==> src/hdl/ctm_pkg.sv <==
`default_nettype none
// ----------------------------------------------------------------------------
// ctm_pkg: shared types and constants for the connection table manager
// Holds the state encoding, the table entry layout, action codes, packet
// flag positions and configuration register indexes.
// ----------------------------------------------------------------------------
package ctm_pkg;

    // Sequencer states.
    typedef enum logic [2:0] {
        ST_IDLE,
        ST_PK_RD,
        ST_PK_EV,
        ST_PK_UPD,
        ST_PK_DEC,
        ST_TK_RD,
        ST_TK_EV
    } t_state;

    // One table entry as kept in the entry memory.
    typedef struct packed {
        logic [31:0] id;
        logic [31:0] network;
        logic [47:0] node;
        logic [15:0] peer_port;
        logic [15:0] local_port;
        logic [31:0] last_seq;
        logic [7:0]  timeout;
    } t_entry;

    // Result action codes.
    localparam logic [2:0] ACT_ACK     = 3'd0;
    localparam logic [2:0] ACT_REJECT  = 3'd1;
    localparam logic [2:0] ACT_COMMAND = 3'd2;
    localparam logic [2:0] ACT_INTERRO = 3'd3;
    localparam logic [2:0] ACT_FINISH  = 3'd4;

    // Packet flag bit positions.
    localparam int FL_OPEN    = 0;
    localparam int FL_FIN     = 1;
    localparam int FL_ACK     = 2;
    localparam int FL_REJ     = 3;
    localparam int FL_CONLESS = 4;
    localparam int FL_CMD     = 5;

    // Configuration register indexes.
    localparam logic [1:0] CFG_TICK_PERIOD    = 2'd0;
    localparam logic [1:0] CFG_TIMEOUT_RELOAD = 2'd1;
    localparam logic [1:0] CFG_ACCEPTING_PORT = 2'd2;

    // Fixed values.
    localparam logic [7:0]  PKT_TYPE        = 8'h66;
    localparam logic [15:0] TICK_PERIOD_RST = 16'd1200;
    localparam logic [7:0]  TIMEOUT_RST     = 8'd2;
    localparam logic [31:0] LCG_MUL         = 32'd1664525;
    localparam logic [31:0] LCG_ADD         = 32'd1013904223;
    localparam int          MAX_RESULTS     = 16;

endpackage
`default_nettype wire

==> src/hdl/connection_table_manager.sv <==
`default_nettype none
// A packet result is registered after a table scan that reads each entry in turn, with a read
// state and an evaluate state per entry, followed by the update and/or decide state.
// No new transaction is taken until the sequencer is back in idle: after a packet's scan and
// reply, and after a sweeping tick's scan; other ticks and dropped packets leave it idle.
// Output stalls can hold the update, decide and sweep states.
// Reset is synchronous, active low; it frees all slots through per-slot valid bits.
// ----------------------------------------------------------------------------
// connection_table_manager
// Keeps a table of open connections in a synchronous memory and answers
// packets and ticks with ack, reject, dispatch, interrogate or finish results.
// ----------------------------------------------------------------------------
module connection_table_manager #(
    parameter int NUM_SLOTS = 16
) (
    input  wire logic        i_clk,
    input  wire logic        i_rst_n,
    // Configuration port
    input  wire logic        i_cfg_we,
    input  wire logic [1:0]  i_cfg_idx,
    input  wire logic [15:0] i_cfg_data,
    // Input channel
    input  wire logic        i_valid,
    output logic             o_stall,
    input  wire logic        i_func,
    input  wire logic [7:0]  i_packet_type,
    input  wire logic [5:0]  i_flags,
    input  wire logic [31:0] i_conn_id,
    input  wire logic [31:0] i_seqnum,
    input  wire logic [31:0] i_src_network,
    input  wire logic [47:0] i_src_node,
    input  wire logic [15:0] i_src_port,
    input  wire logic [15:0] i_dst_port,
    // Output channel
    output logic             o_valid,
    input  wire logic        i_stall,
    output logic [2:0]       o_action,
    output logic [3:0]       o_slot,
    output logic [31:0]      o_reply_conn_id,
    output logic [31:0]      o_reply_seqnum,
    output logic [31:0]      o_peer_network,
    output logic [47:0]      o_peer_node,
    output logic [15:0]      o_peer_port,
    output logic [15:0]      o_local_port,
    output logic             o_last
);

    localparam int IW = (NUM_SLOTS > 1) ? $clog2(NUM_SLOTS) : 1;
    localparam logic [IW-1:0] LAST_IDX = IW'(NUM_SLOTS - 1);

    // State and configuration registers.
    ctm_pkg::t_state r_state, n_state;
    logic [IW-1:0]        r_idx, n_idx;
    logic [NUM_SLOTS-1:0] r_valid, n_valid;
    logic                 r_hit, n_hit;
    logic [IW-1:0]        r_cur, n_cur;
    ctm_pkg::t_entry      r_hent, n_hent;
    logic                 r_dup, n_dup;
    logic                 r_free, n_free;
    logic [IW-1:0]        r_fr, n_fr;
    logic [4:0]           r_cnt, n_cnt;
    logic [15:0]          r_phase, n_phase;
    logic [31:0]          r_rand, n_rand;
    logic [15:0]          r_tick_period;
    logic [7:0]           r_timeout_reload;
    logic [15:0]          r_accepting_port;

    // Captured input transaction.
    logic [5:0]  r_flags;
    logic [31:0] r_cid, r_seq, r_net;
    logic [47:0] r_node;
    logic [15:0] r_sport, r_dport;

    // Output register.
    logic        r_o_valid;
    logic [2:0]  r_o_action;
    logic [3:0]  r_o_slot;
    logic [31:0] r_o_cid, r_o_seq, r_o_net;
    logic [47:0] r_o_node;
    logic [15:0] r_o_pport, r_o_lport;
    logic        r_o_last;

    // Memory and its access signals.
    ctm_pkg::t_entry r_mem [NUM_SLOTS];
    ctm_pkg::t_entry r_rd;
    logic            mem_we;
    logic [IW-1:0]   mem_wa;
    ctm_pkg::t_entry mem_wd;

    // Result load signals.
    logic            ld;
    logic [2:0]      ld_action;
    logic [3:0]      ld_slot;
    logic [31:0]     ld_cid, ld_seq, ld_net;
    logic [47:0]     ld_node;
    logic [15:0]     ld_pport, ld_lport;
    logic            ld_last;

    logic            in_acc;
    logic            out_free;
    logic            above;
    logic [15:0]     period;
    ctm_pkg::t_entry upd;
    ctm_pkg::t_entry opn;
    logic            regress;
    logic            conless;
    logic [31:0]     rid0;
    logic [3:0]      slot0;

    assign o_stall  = (r_state != ctm_pkg::ST_IDLE);
    assign in_acc   = i_valid && !o_stall;
    assign out_free = !r_o_valid || !i_stall;
    assign period   = (r_tick_period == 16'd0) ? 16'd1 : r_tick_period;
    assign conless  = r_flags[ctm_pkg::FL_CONLESS];
    assign rid0     = conless ? 32'd0 : r_cid;
    assign slot0    = r_hit ? 4'(r_cur) : 4'd0;
    assign regress  = (r_seq < r_hent.last_seq);

    // Whether any occupied slot lies past the current index.
    always_comb begin
        above = 1'b0;
        for (int k = 0; k < NUM_SLOTS; k++) begin
            if (r_valid[k] && (k > int'(r_idx))) begin
                above = 1'b1;
            end
        end
    end

    // Entry memory: one write and one registered read per cycle.
    always_ff @(posedge i_clk) begin
        if (mem_we) begin
            r_mem[mem_wa] <= mem_wd;
        end
        r_rd <= r_mem[r_idx];
    end

    // Sequencer next state and memory and output controls.
    always_comb begin
        n_state = r_state;
        n_idx   = r_idx;
        n_valid = r_valid;
        n_hit   = r_hit;
        n_cur   = r_cur;
        n_hent  = r_hent;
        n_dup   = r_dup;
        n_free  = r_free;
        n_fr    = r_fr;
        n_cnt   = r_cnt;
        n_phase = r_phase;
        n_rand  = r_rand;
        mem_we  = 1'b0;
        mem_wa  = r_idx;
        mem_wd  = r_rd;
        ld        = 1'b0;
        ld_action = ctm_pkg::ACT_REJECT;
        ld_slot   = slot0;
        ld_cid    = rid0;
        ld_seq    = r_seq;
        ld_net    = r_net;
        ld_node   = r_node;
        ld_pport  = r_sport;
        ld_lport  = r_dport;
        ld_last   = 1'b1;
        upd       = r_hent;
        opn.id         = r_rand;
        opn.network    = r_net;
        opn.node       = r_node;
        opn.peer_port  = r_sport;
        opn.local_port = r_dport;
        opn.last_seq   = 32'd0;
        opn.timeout    = r_timeout_reload;

        case (r_state)
            ctm_pkg::ST_IDLE: begin
                if (in_acc) begin
                    n_idx = '0;
                    if (i_func) begin
                        n_rand  = r_rand * ctm_pkg::LCG_MUL + ctm_pkg::LCG_ADD;
                        n_phase = (17'(r_phase) + 17'd1 >= 17'(period)) ? 16'd0
                                                                        : r_phase + 16'd1;
                        n_cnt = '0;
                        if (r_phase == 16'd0) begin
                            n_state = ctm_pkg::ST_TK_RD;
                        end
                    end else if (i_packet_type == ctm_pkg::PKT_TYPE) begin
                        n_hit   = 1'b0;
                        n_dup   = 1'b0;
                        n_free  = 1'b0;
                        n_state = ctm_pkg::ST_PK_RD;
                    end
                end
            end
            ctm_pkg::ST_PK_RD: begin
                n_state = ctm_pkg::ST_PK_EV;
            end
            ctm_pkg::ST_PK_EV: begin
                // Lookup, duplicate peer check and first free slot in one scan.
                if (r_valid[r_idx]) begin
                    if (!conless && !r_hit && r_rd.id == r_cid) begin
                        n_hit  = 1'b1;
                        n_cur  = r_idx;
                        n_hent = r_rd;
                    end
                    if (r_rd.network == r_net && r_rd.node == r_node &&
                        r_rd.peer_port == r_sport && r_rd.local_port == r_dport) begin
                        n_dup = 1'b1;
                    end
                end else if (!r_free) begin
                    n_free = 1'b1;
                    n_fr   = r_idx;
                end
                if (r_idx == LAST_IDX) begin
                    n_state = n_hit ? ctm_pkg::ST_PK_UPD : ctm_pkg::ST_PK_DEC;
                end else begin
                    n_idx   = r_idx + 1'b1;
                    n_state = ctm_pkg::ST_PK_RD;
                end
            end
            ctm_pkg::ST_PK_UPD: begin
                // Refresh the matched entry; a sequence regression closes it.
                upd.timeout  = r_timeout_reload;
                upd.last_seq = r_hent.last_seq + (regress ? 32'd2 : 32'd1);
                if (out_free) begin
                    mem_we = 1'b1;
                    mem_wa = r_cur;
                    mem_wd = upd;
                    if (regress) begin
                        ld        = 1'b1;
                        ld_action = ctm_pkg::ACT_FINISH;
                        ld_slot   = 4'(r_cur);
                        ld_cid    = upd.id;
                        ld_seq    = upd.last_seq;
                        ld_net    = upd.network;
                        ld_node   = upd.node;
                        ld_pport  = upd.peer_port;
                        ld_lport  = upd.local_port;
                        n_valid[r_cur] = 1'b0;
                        n_state   = ctm_pkg::ST_IDLE;
                    end else begin
                        n_state = ctm_pkg::ST_PK_DEC;
                    end
                end
            end
            ctm_pkg::ST_PK_DEC: begin
                // Decide the packet's reply.
                ld = 1'b1;
                if (!conless && !r_hit && !r_flags[ctm_pkg::FL_OPEN]) begin
                    ld_action = ctm_pkg::ACT_REJECT;
                end else if (r_flags[ctm_pkg::FL_ACK]) begin
                    ld = 1'b0;
                end else if (r_flags[ctm_pkg::FL_OPEN]) begin
                    if (r_flags[ctm_pkg::FL_FIN] || conless || r_flags[ctm_pkg::FL_REJ] ||
                        r_dport != r_accepting_port || r_dup || !r_free) begin
                        ld_action = ctm_pkg::ACT_REJECT;
                    end else begin
                        mem_we  = out_free;
                        mem_wa  = r_fr;
                        mem_wd  = opn;
                        ld_slot = 4'(r_fr);
                        ld_cid  = r_rand;
                        if (out_free) begin
                            n_valid[r_fr] = (r_rand != 32'd0);
                        end
                        if (r_flags[ctm_pkg::FL_CMD]) begin
                            ld_action = ctm_pkg::ACT_COMMAND;
                            ld_seq    = r_seq + 32'd1;
                        end else begin
                            ld_action = ctm_pkg::ACT_ACK;
                        end
                    end
                end else if (r_flags[ctm_pkg::FL_FIN]) begin
                    if (r_hit) begin
                        ld_action = ctm_pkg::ACT_ACK;
                        if (out_free) begin
                            n_valid[r_cur] = 1'b0;
                        end
                    end else begin
                        ld_action = ctm_pkg::ACT_REJECT;
                    end
                end else if (r_flags[ctm_pkg::FL_CMD]) begin
                    ld_action = ctm_pkg::ACT_COMMAND;
                    ld_seq    = r_seq + 32'd1;
                end else begin
                    ld_action = ctm_pkg::ACT_REJECT;
                end
                if (!ld) begin
                    n_state = ctm_pkg::ST_IDLE;
                end else if (out_free) begin
                    n_state = ctm_pkg::ST_IDLE;
                end else begin
                    ld = 1'b0;
                end
            end
            ctm_pkg::ST_TK_RD: begin
                n_state = ctm_pkg::ST_TK_EV;
            end
            ctm_pkg::ST_TK_EV: begin
                // Age one entry, report it while results remain.
                upd          = r_rd;
                upd.timeout  = r_rd.timeout - 8'd1;
                upd.last_seq = r_rd.last_seq + 32'd1;
                ld_action = (upd.timeout == 8'd0) ? ctm_pkg::ACT_FINISH
                                                  : ctm_pkg::ACT_INTERRO;
                ld_slot   = 4'(r_idx);
                ld_cid    = upd.id;
                ld_seq    = upd.last_seq;
                ld_net    = upd.network;
                ld_node   = upd.node;
                ld_pport  = upd.peer_port;
                ld_lport  = upd.local_port;
                ld_last   = (r_cnt == 5'(ctm_pkg::MAX_RESULTS - 1)) || !above;
                if (!r_valid[r_idx] || r_cnt >= 5'(ctm_pkg::MAX_RESULTS) || out_free) begin
                    if (r_valid[r_idx]) begin
                        mem_we = 1'b1;
                        mem_wa = r_idx;
                        mem_wd = upd;
                        if (upd.timeout == 8'd0) begin
                            n_valid[r_idx] = 1'b0;
                        end
                        if (r_cnt < 5'(ctm_pkg::MAX_RESULTS)) begin
                            ld    = 1'b1;
                            n_cnt = r_cnt + 5'd1;
                        end
                    end
                    if (r_idx == LAST_IDX) begin
                        n_state = ctm_pkg::ST_IDLE;
                    end else begin
                        n_idx   = r_idx + 1'b1;
                        n_state = ctm_pkg::ST_TK_RD;
                    end
                end
            end
            default: begin
                n_state = ctm_pkg::ST_IDLE;
            end
        endcase
    end

    // Control registers.
    always_ff @(posedge i_clk) begin
        if (!i_rst_n) begin
            r_state          <= ctm_pkg::ST_IDLE;
            r_valid          <= '0;
            r_phase          <= '0;
            r_rand           <= '0;
            r_cnt            <= '0;
            r_o_valid        <= 1'b0;
            r_tick_period    <= ctm_pkg::TICK_PERIOD_RST;
            r_timeout_reload <= ctm_pkg::TIMEOUT_RST;
            r_accepting_port <= '0;
        end else begin
            r_state <= n_state;
            r_valid <= n_valid;
            r_phase <= n_phase;
            r_rand  <= n_rand;
            r_cnt   <= n_cnt;
            if (ld) begin
                r_o_valid <= 1'b1;
            end else if (!i_stall) begin
                r_o_valid <= 1'b0;
            end
            if (i_cfg_we) begin
                case (i_cfg_idx)
                    ctm_pkg::CFG_TICK_PERIOD:    r_tick_period    <= i_cfg_data;
                    ctm_pkg::CFG_TIMEOUT_RELOAD: r_timeout_reload <= i_cfg_data[7:0];
                    ctm_pkg::CFG_ACCEPTING_PORT: r_accepting_port <= i_cfg_data;
                    default: begin
                    end
                endcase
            end
        end
    end

    // Scan bookkeeping, captured transaction and output payload.
    always_ff @(posedge i_clk) begin
        r_idx  <= n_idx;
        r_hit  <= n_hit;
        r_cur  <= n_cur;
        r_hent <= n_hent;
        r_dup  <= n_dup;
        r_free <= n_free;
        r_fr   <= n_fr;
        if (in_acc) begin
            r_flags <= i_flags;
            r_cid   <= i_conn_id;
            r_seq   <= i_seqnum;
            r_net   <= i_src_network;
            r_node  <= i_src_node;
            r_sport <= i_src_port;
            r_dport <= i_dst_port;
        end
        if (ld) begin
            r_o_action <= ld_action;
            r_o_slot   <= ld_slot;
            r_o_cid    <= ld_cid;
            r_o_seq    <= ld_seq;
            r_o_net    <= ld_net;
            r_o_node   <= ld_node;
            r_o_pport  <= ld_pport;
            r_o_lport  <= ld_lport;
            r_o_last   <= ld_last;
        end
    end

    assign o_valid         = r_o_valid;
    assign o_action        = r_o_action;
    assign o_slot          = r_o_slot;
    assign o_reply_conn_id = r_o_cid;
    assign o_reply_seqnum  = r_o_seq;
    assign o_peer_network  = r_o_net;
    assign o_peer_node     = r_o_node;
    assign o_peer_port     = r_o_pport;
    assign o_local_port    = r_o_lport;
    assign o_last          = r_o_last;

    // A sweep never reports more results than allowed.
    a_cnt_cap: assert property (@(posedge i_clk) disable iff (!i_rst_n)
        r_cnt <= 5'(ctm_pkg::MAX_RESULTS))
        else $error("sweep result count overflow");

    // A result is only loaded while a transaction is being worked on.
    a_ld_busy: assert property (@(posedge i_clk) disable iff (!i_rst_n)
        ld |-> r_state != ctm_pkg::ST_IDLE)
        else $error("result loaded while idle");

    // A new connection is only written into a free slot.
    a_open_free: assert property (@(posedge i_clk) disable iff (!i_rst_n)
        (mem_we && r_state == ctm_pkg::ST_PK_DEC) |-> !r_valid[r_fr])
        else $error("open overwrites an occupied slot");

    // A result is never loaded over one that is still stalled.
    a_no_overrun: assert property (@(posedge i_clk) disable iff (!i_rst_n)
        (r_o_valid && i_stall) |-> !ld)
        else $error("output register overrun");

endmodule
`default_nettype wire

==> config.mk <==
export PLATFORM = sky130hd
export DESIGN_NAME = connection_table_manager
export DESIGN_NICKNAME = d
export VERILOG_FILES = /design/src/hdl/ctm_pkg.sv /design/src/hdl/connection_table_manager.sv
export SDC_FILE = /design/constraint.sdc
export NUM_CORES = 2
export LEC_CHECK = 0
export ABC_AREA = 1
export BUFFER_PORTS_ARGS = -buffer_cell sky130_fd_sc_hd__buf_2
export CELL_PAD_IN_SITES_DETAIL_PLACEMENT = 0
export CELL_PAD_IN_SITES_GLOBAL_PLACEMENT = 2
export CORE_ASPECT_RATIO = 1.4
export CORE_MARGIN = 3
export CORE_UTILIZATION = 30
export DETAILED_ROUTE_END_ITERATION = 8
export PLACE_DENSITY_LB_ADDON = 0.3
export SYNTH_ARGS = -nofsm -noshare
export SYNTH_HDL_FRONTEND = slang
export SYNTH_SLANG_ARGS = --single-unit
==> constraint.sdc <==
create_clock -name i_clk -period 12.6 [get_ports i_clk]
set_input_delay 1.26 -clock i_clk [delete_from_list [all_inputs] [get_ports i_clk]]
set_output_delay 1.26 -clock i_clk [all_outputs]
set_load 0.05 [all_outputs]
# Yosys cells after proc, flatten, opt, wreduce, memory -nomap -nowiden
# Memories as Yosys holds them, arrays and structs flattened. A register that Yosys moved wholly into a read port is not among the register bits.
# Index checks and enable logic that the tools add are counted.
[classes]
addsub = 9
n_mux = 161
n_mul = 1
n_lt_le_gt_ge = 25
eq_ne = 40
bitwise_logic = 6
reduce_logical = 67
[ops]
columns = ["cell", "count"]
rows = [
  ["$mux W184", 5],
  ["$pmux W184 S3", 1],
  ["$mux W32", 17],
  ["$mux W16", 19],
  ["$pmux W32 S3", 2],
  ["$mux W48", 2],
  ["$pmux W48 S2", 1],
  ["$mux W40", 2],
  ["$add A32 B1 Y32 const B", 2],
  ["$eq A32 B32 Y1", 2],
  ["$pmux W16 S2", 2],
  ["$pmux W32 S2", 1],
  ["$mux W4", 15],
  ["$mux W3", 19],
  ["$mux W1", 49],
  ["$eq A48 B48 Y1", 1],
  ["$pmux W16 S3", 1],
  ["$add A32 B2 Y32", 1],
  ["$add A32 B30 Y32 const B", 1],
  ["$and A16 B16 Y16", 2],
  ["$eq A16 B16 Y1", 2],
  ["$gt A4 B4 Y1 const A", 8],
  ["$logic_not A16 Y1", 2],
  ["$lt A32 B32 Y1", 1],
  ["other kinds (55)", 151],
]
[word_totals]
mem_bits_rw = 2944
input_bits = 214
word_cells = 347
memories = 1
out_inout_bits = 186
ff_bits = 670
[mem_list]
columns = ["memory", "words", "word_bits", "read_ports", "rd_ports_with_merged_regs", "wr", "line_no", "source"]
rows = [
  ["r_mem", 16, 184, 1, 1, 1, "connection_table_manager.sv:84", "ctm_pkg::t_entry r_mem [NUM_SLOTS];"],
]

# Longest topological paths before layout
[logic_depth]
depth_word = 19
ltp_mapped = 29
depth_no_buf = 29

# Worst setup path after synthesis
# OpenSTA, ideal clock, no wires.
[synth_path]
kind = "in2reg"
startpoint = "input port i_stall"
endpoint = "memory r_mem[15][0] (netlist bit) (enable)"
n_path_buf = 1
required_time_ps = 11869
stages = 10
slack_ps = 1829
t_arrival_ps = 10041
setup_time_ps = 731
cell_sequence = "nand2_1 > clkinv_1 > nor2_2 > buf_2 > a21oi_1 > nand2_1 > nand2_1 > nand2_1 > nand3_1 > nor2_1"
[synth_via]
elab_chain_len = 9
elab_cells_between_ends = 14
classes_between = "mux (11); reduce/logical (3)"
[synth_rtl]
columns = ["item", "line_no", "source"]
rows = [
  ["start, declared", "connection_table_manager.sv:36", "input wire logic i_stall,"],
  ["$logic_not A1 Y1 (*)", "-", ""],
  ["$logic_or A1 B1 Y1 (*)", "connection_table_manager.sv:112", "assign out_free = !r_o_valid || !i_stall;"],
  ["$mux W1", "connection_table_manager.sv:252", "if (r_flags[ctm_pkg::FL_FIN] || conless || r_flags[ctm_pkg::FL_REJ] ||"],
  ["$mux W1", "connection_table_manager.sv:251", "end else if (r_flags[ctm_pkg::FL_OPEN]) begin"],
  ["$mux W1", "connection_table_manager.sv:249", "end else if (r_flags[ctm_pkg::FL_ACK]) begin"],
  ["$mux W1", "connection_table_manager.sv:247", "if (!conless && !r_hit && !r_flags[ctm_pkg::FL_OPEN]) begin"],
  ["$pmux W1 S3", "connection_table_manager.sv:173", "case (r_state)"],
  ["$mux W1", "connection_table_manager.sv:131", "if (mem_we) begin"],
  ["$mux W1 (not written as such)", "connection_table_manager.sv:132", "r_mem[mem_wa] <= mem_wd;"],
  ["end, declared", "connection_table_manager.sv:84", ""],
]
# Every way passes the cells marked *; elsewhere a longest branch is shown, timed or not.

# Worst setup path in the final report
[layout_path]
startpoint = "register r_idx[1]"
endpoint = "memory r_mem[10][89] (netlist bit) (enable)"
[layout_via]
elab_chain_len = 9
elab_cells_between_ends = 16
classes_between = "mux (13); reduce/logical (3)"
[layout_rtl]
columns = ["item", "line_no", "source"]
rows = [
  ["start, declared", "connection_table_manager.sv:53", "logic [IW-1:0] r_idx, n_idx;"],
  ["start signal, assigned", "connection_table_manager.sv:376", "r_idx <= n_idx;"],
  ["$bmux W1 S4", "connection_table_manager.sv:312, connection_table_manager.sv:313", ""],
  ["$mux W1 (not written as such)", "connection_table_manager.sv:312, connection_table_manager.sv:313", ""],
  ["$logic_not A1 Y1", "connection_table_manager.sv:312", "if (!r_valid[r_idx] || r_cnt >= 5'(ctm_pkg::MAX_RESULTS) || out_free) begin"],
  ["$logic_or A1 B1 Y1 (2 in series)", "connection_table_manager.sv:312", ""],
  ["$mux W1", "connection_table_manager.sv:312", ""],
  ["$pmux W1 S3", "connection_table_manager.sv:173", ""],
  ["$mux W1", "connection_table_manager.sv:131", ""],
  ["$mux W1 (not written as such)", "connection_table_manager.sv:132", ""],
]
# Parallel ways exist; a longest one is shown, timed or not. The select of a mux whose other input is x is not followed.

==> flow_summary.ini <==
[global_route]
antenna_found_initial = 57
grt_pass1_wl_um = 867000
grt_max_degree = 167
track_usage_pct = 21.4
grt_pass1_vias = 113547
gr-total-overflow = 0

[logic_synthesis]
synth_cell_types = 61
async_reset_ff_share_pct = 0
synth.avg_cell_area_sq_um = 11.6
synth_area_sq_um = 165000
ys_top_cells_by_area = edfxtp_1 (64%), o21ai_0 (5.4%), nor2_1 (4.8%)
synthCells = 14293
ys.flop_type = edfxtp_1
synth_edf_count = 3501
ys.warnings.count = 0
ys_seq_elements = 3798
yosysSeqAreaShare_pct = 67.2
yosysTopAreaCellShare_pct = 63.6
yosysTopAreaCell = edfxtp_1
syn_nets = 14878

[min_path]
hold_end = r_net[15]
hold_depth = 1
hp-class = in2reg
min_from = i_src_network[15]

[pwr]
power_w = 0.0487
p_per_area_nw_per_um2 = 258
p_leak_nw = 66.2
ir_worst_vdd_mv = 0.416

[timing]
finalHoldViolCount = 0
setup_viol = 0
worst_slew_margin_rel_pct = 11.2
worst_slew_pin_slew_ns = 1.32
holdWs_ns = 0.405
clock.fmax_mhz = 148
finalMaxSlewViolations = 0
finalCritPeriodShare_pct = 53.6
rsz0062_at_grt = false
setup_tns_ns = 0
fin_worst_skew_ns = 0.0886
fin_crit_ns = 6.75

[clocking]
post_cts_buffers = 0
cts_root_buf = clkbuf_16
cts.clk_slew.worst_paths_ns = 0.06
cts_buffers = 405
cts_hold_buf = 0
ctsLongestPathBuffers = 4
cts_resized = 0
cts.sinks = 3798
cts.htree.levels = 5
clkLatencyLatePin_ns = 1.04
cts_tree = built

[routing]
wl_um = 616000
wire_per_inst_um = 27.8
drt-initial-drc-count = 10108
vias = 114534
dr.pass1.iters = 6
route.detailed.drc = 0
viasPerCell = 5.16
ant_nets = 0

[critical_path]
critPathLaunch = r_idx[1]
r2r_end = r_mem[10][89]
cp.arrival_ns = 7.35
cp_data_required_time_ns = 13.20
crit_path_end_kind = register
reg2reg_depth = 15
worstPathMaxFanout = 76
startpoint_type = register
worst-setup-path-type = reg2reg
rrSetupSlack_ns = 5.85
reg2reg_from = r_idx[1]

[cells_and_area]
syn_to_final_growth_pct = 14.2
drive_above_1_share_pct = 9.26
stdcell_area_sq_um = 189000
post-route-util_pct = 34.4
fin_nets = 15127

[floorplan]
num_rows = 322
dieHeight_um = 885
initial_core_util_pct = 30.1
die_w_um = 634
coreArea_sq_um = 549000
io_pins = 400
die-area_sq_um = 560000

[placement]
dp_hpwl_um = 375000
port_buffers = 399
placed_area_sq_um = 176000
gp_congestion = 0.855

[outcome]
status = complete, no violations

[flow_run]
cap_violations = 0
==> layout make-up <==
cell class                      instances  area (sq um)
Clock inverter                        210          2110
Timing Repair Buffer                  642          4250
Fill cell                           54686        360000
Multi-Input combinational cell       8621         47100
Inverter                             1074          4090
Antenna cell                           30          75.1
Sequential cell                      3798        111000
Clock buffer                          541         11100
Tap cell                             7290          9120
==> kinds of logic after synthesis <==
family / after synthesis / synth area share (%)
multiplexers: 148 / 0.896
AND/OR/NAND/NOR: 4669 / 11.5
AO/OA/AOI/OAI: 3262 / 11.6
buffers and inverters: 1874 / 4.55
flip-flops: 3798 / 67.2
adder cells (fa/ha/maj): 371 / 3.43
XOR/XNOR: 171 / 0.905
==> power by group <==
group / switching [W] / internal (W) / total (W)
clock network: 0.00523 / 0.00677 / 0.0120
registers: 0.000986 / 0.0164 / 0.0174
logic: 0.0139 / 0.00540 / 0.0193
total: 0.0201 / 0.0286 / 0.0487
==> metal layers <==
metal / vias to the layer above / wire (um) / GRT usage [%]
li1: 51742 / - / -
met1: 58765 / 268000 / 28.8
met2: 3241 / 296000 / 35.8
met3: 780 / 32000 / 2.70
met4: 6 / 19800 / 6.55
met5: - / 43 / 0
==> cells in the mapped netlist, drive strengths merged, types with 2 or more instances <==
| cell | number |
|---|---|
| a211oi | 15 |
| a21boi | 3 |
| a21o | 5 |
| a21oi | 288 |
| a221oi | 14 |
| a22oi | 20 |
| a31o | 2 |
| a31oi | 13 |
| buf | 321 |
| clkbuf | 479 |
| clkinv | 4 |
| dfxtp | 297 |
| edfxtp | 3501 |
| fa | 138 |
| ha | 233 |
| inv | 1070 |
| mux2i | 148 |
| nand2 | 1821 |
| nand3 | 346 |
| nand3b | 30 |
| nand4 | 168 |
| nor2 | 2136 |
| nor3 | 109 |
| nor4 | 38 |
| nor4b | 2 |
| o2111ai | 18 |
| o211ai | 163 |
| o21a | 24 |
| o21ai | 1848 |
| o21bai | 12 |
| o221ai | 341 |
| o22ai | 460 |
| o31ai | 2 |
| o32ai | 30 |
| or2 | 18 |
| xnor2 | 48 |
| xor2 | 123 |
==> worst max path at each step <==
stage,end,slack (ns),depth (start not counted)
3_5_place_dp,r_mem[10][72],5.26,10
2_1_floorplan,r_mem[15][0],1.83,10
5_1_grt,r_rand[31],5.52,25
4_1_cts,r_mem[10][94],5.78,15
3_3_place_gp,r_mem[10][72],5.26,10
6_report,r_mem[10][89],5.85,15
==> stage by stage <==
stage,std cells,setup WS (ns)
global route,22187,5.52
global placement,21425,5.26
detailed placement,21425,5.26
finish,22206,5.85
floorplan,14293,1.83
CTS,22176,5.78
==> registers in the layout, indices dropped and copies added, names as in the netlist, 32 cells and up <==
signal           count
r_mem             2944
r_rd               184
r_hent             176
o_peer_node         48
r_node              48
o_peer_network      32
o_reply_conn_id     32
o_reply_seqnum      32
r_cid               32
r_net               32
r_rand              32
r_seq               32
==> cells in the final DEF, fill, tap and decap left out, types with 19 or more instances in the layout <==
master,count
edfxtp_1,3501
nor2_1,2101
nand2_1,1799
o21ai_0,1776
inv_1,1041
o22ai_1,460
clkbuf_16,409
buf_2,399
nand3_1,338
o221ai_1,333
dfxtp_1,297
a21oi_1,280
ha_1,233
buf_4,209
nand4_1,167
o211ai_1,163
mux2i_1,148
fa_1,138
xor2_1,123
nor3_1,107
clkbuf_1,100
clkinv_2,69
o21ai_1,68
clkinv_1,66
xnor2_1,47
nor4_1,35
buf_12,34
clkbuf_8,32
diode_2,30
nand3b_1,30
o32ai_1,30
bufinv_16,28
nor2_4,27
o21a_1,24
a22oi_1,20
inv_2,19
==> worst max-delay path, stage by stage (launching register included) <==
cell      delay, ns
edfxtp_1       0.39
buf_4          0.58
inv_8          0.43
a21oi_1        0.24
o21ai_1        0.09
nand2_1        0.09
nand2_1        0.07
nand3_2        0.12
nand2_4        0.22
nand3_2        0.28
nand3_2        0.62
nand3_2        0.35
nand3_1        0.37
nor2_4         0.67
buf_4          0.96
buf_4          0.69
No activity file was read; power rests on OpenSTA's default activity.
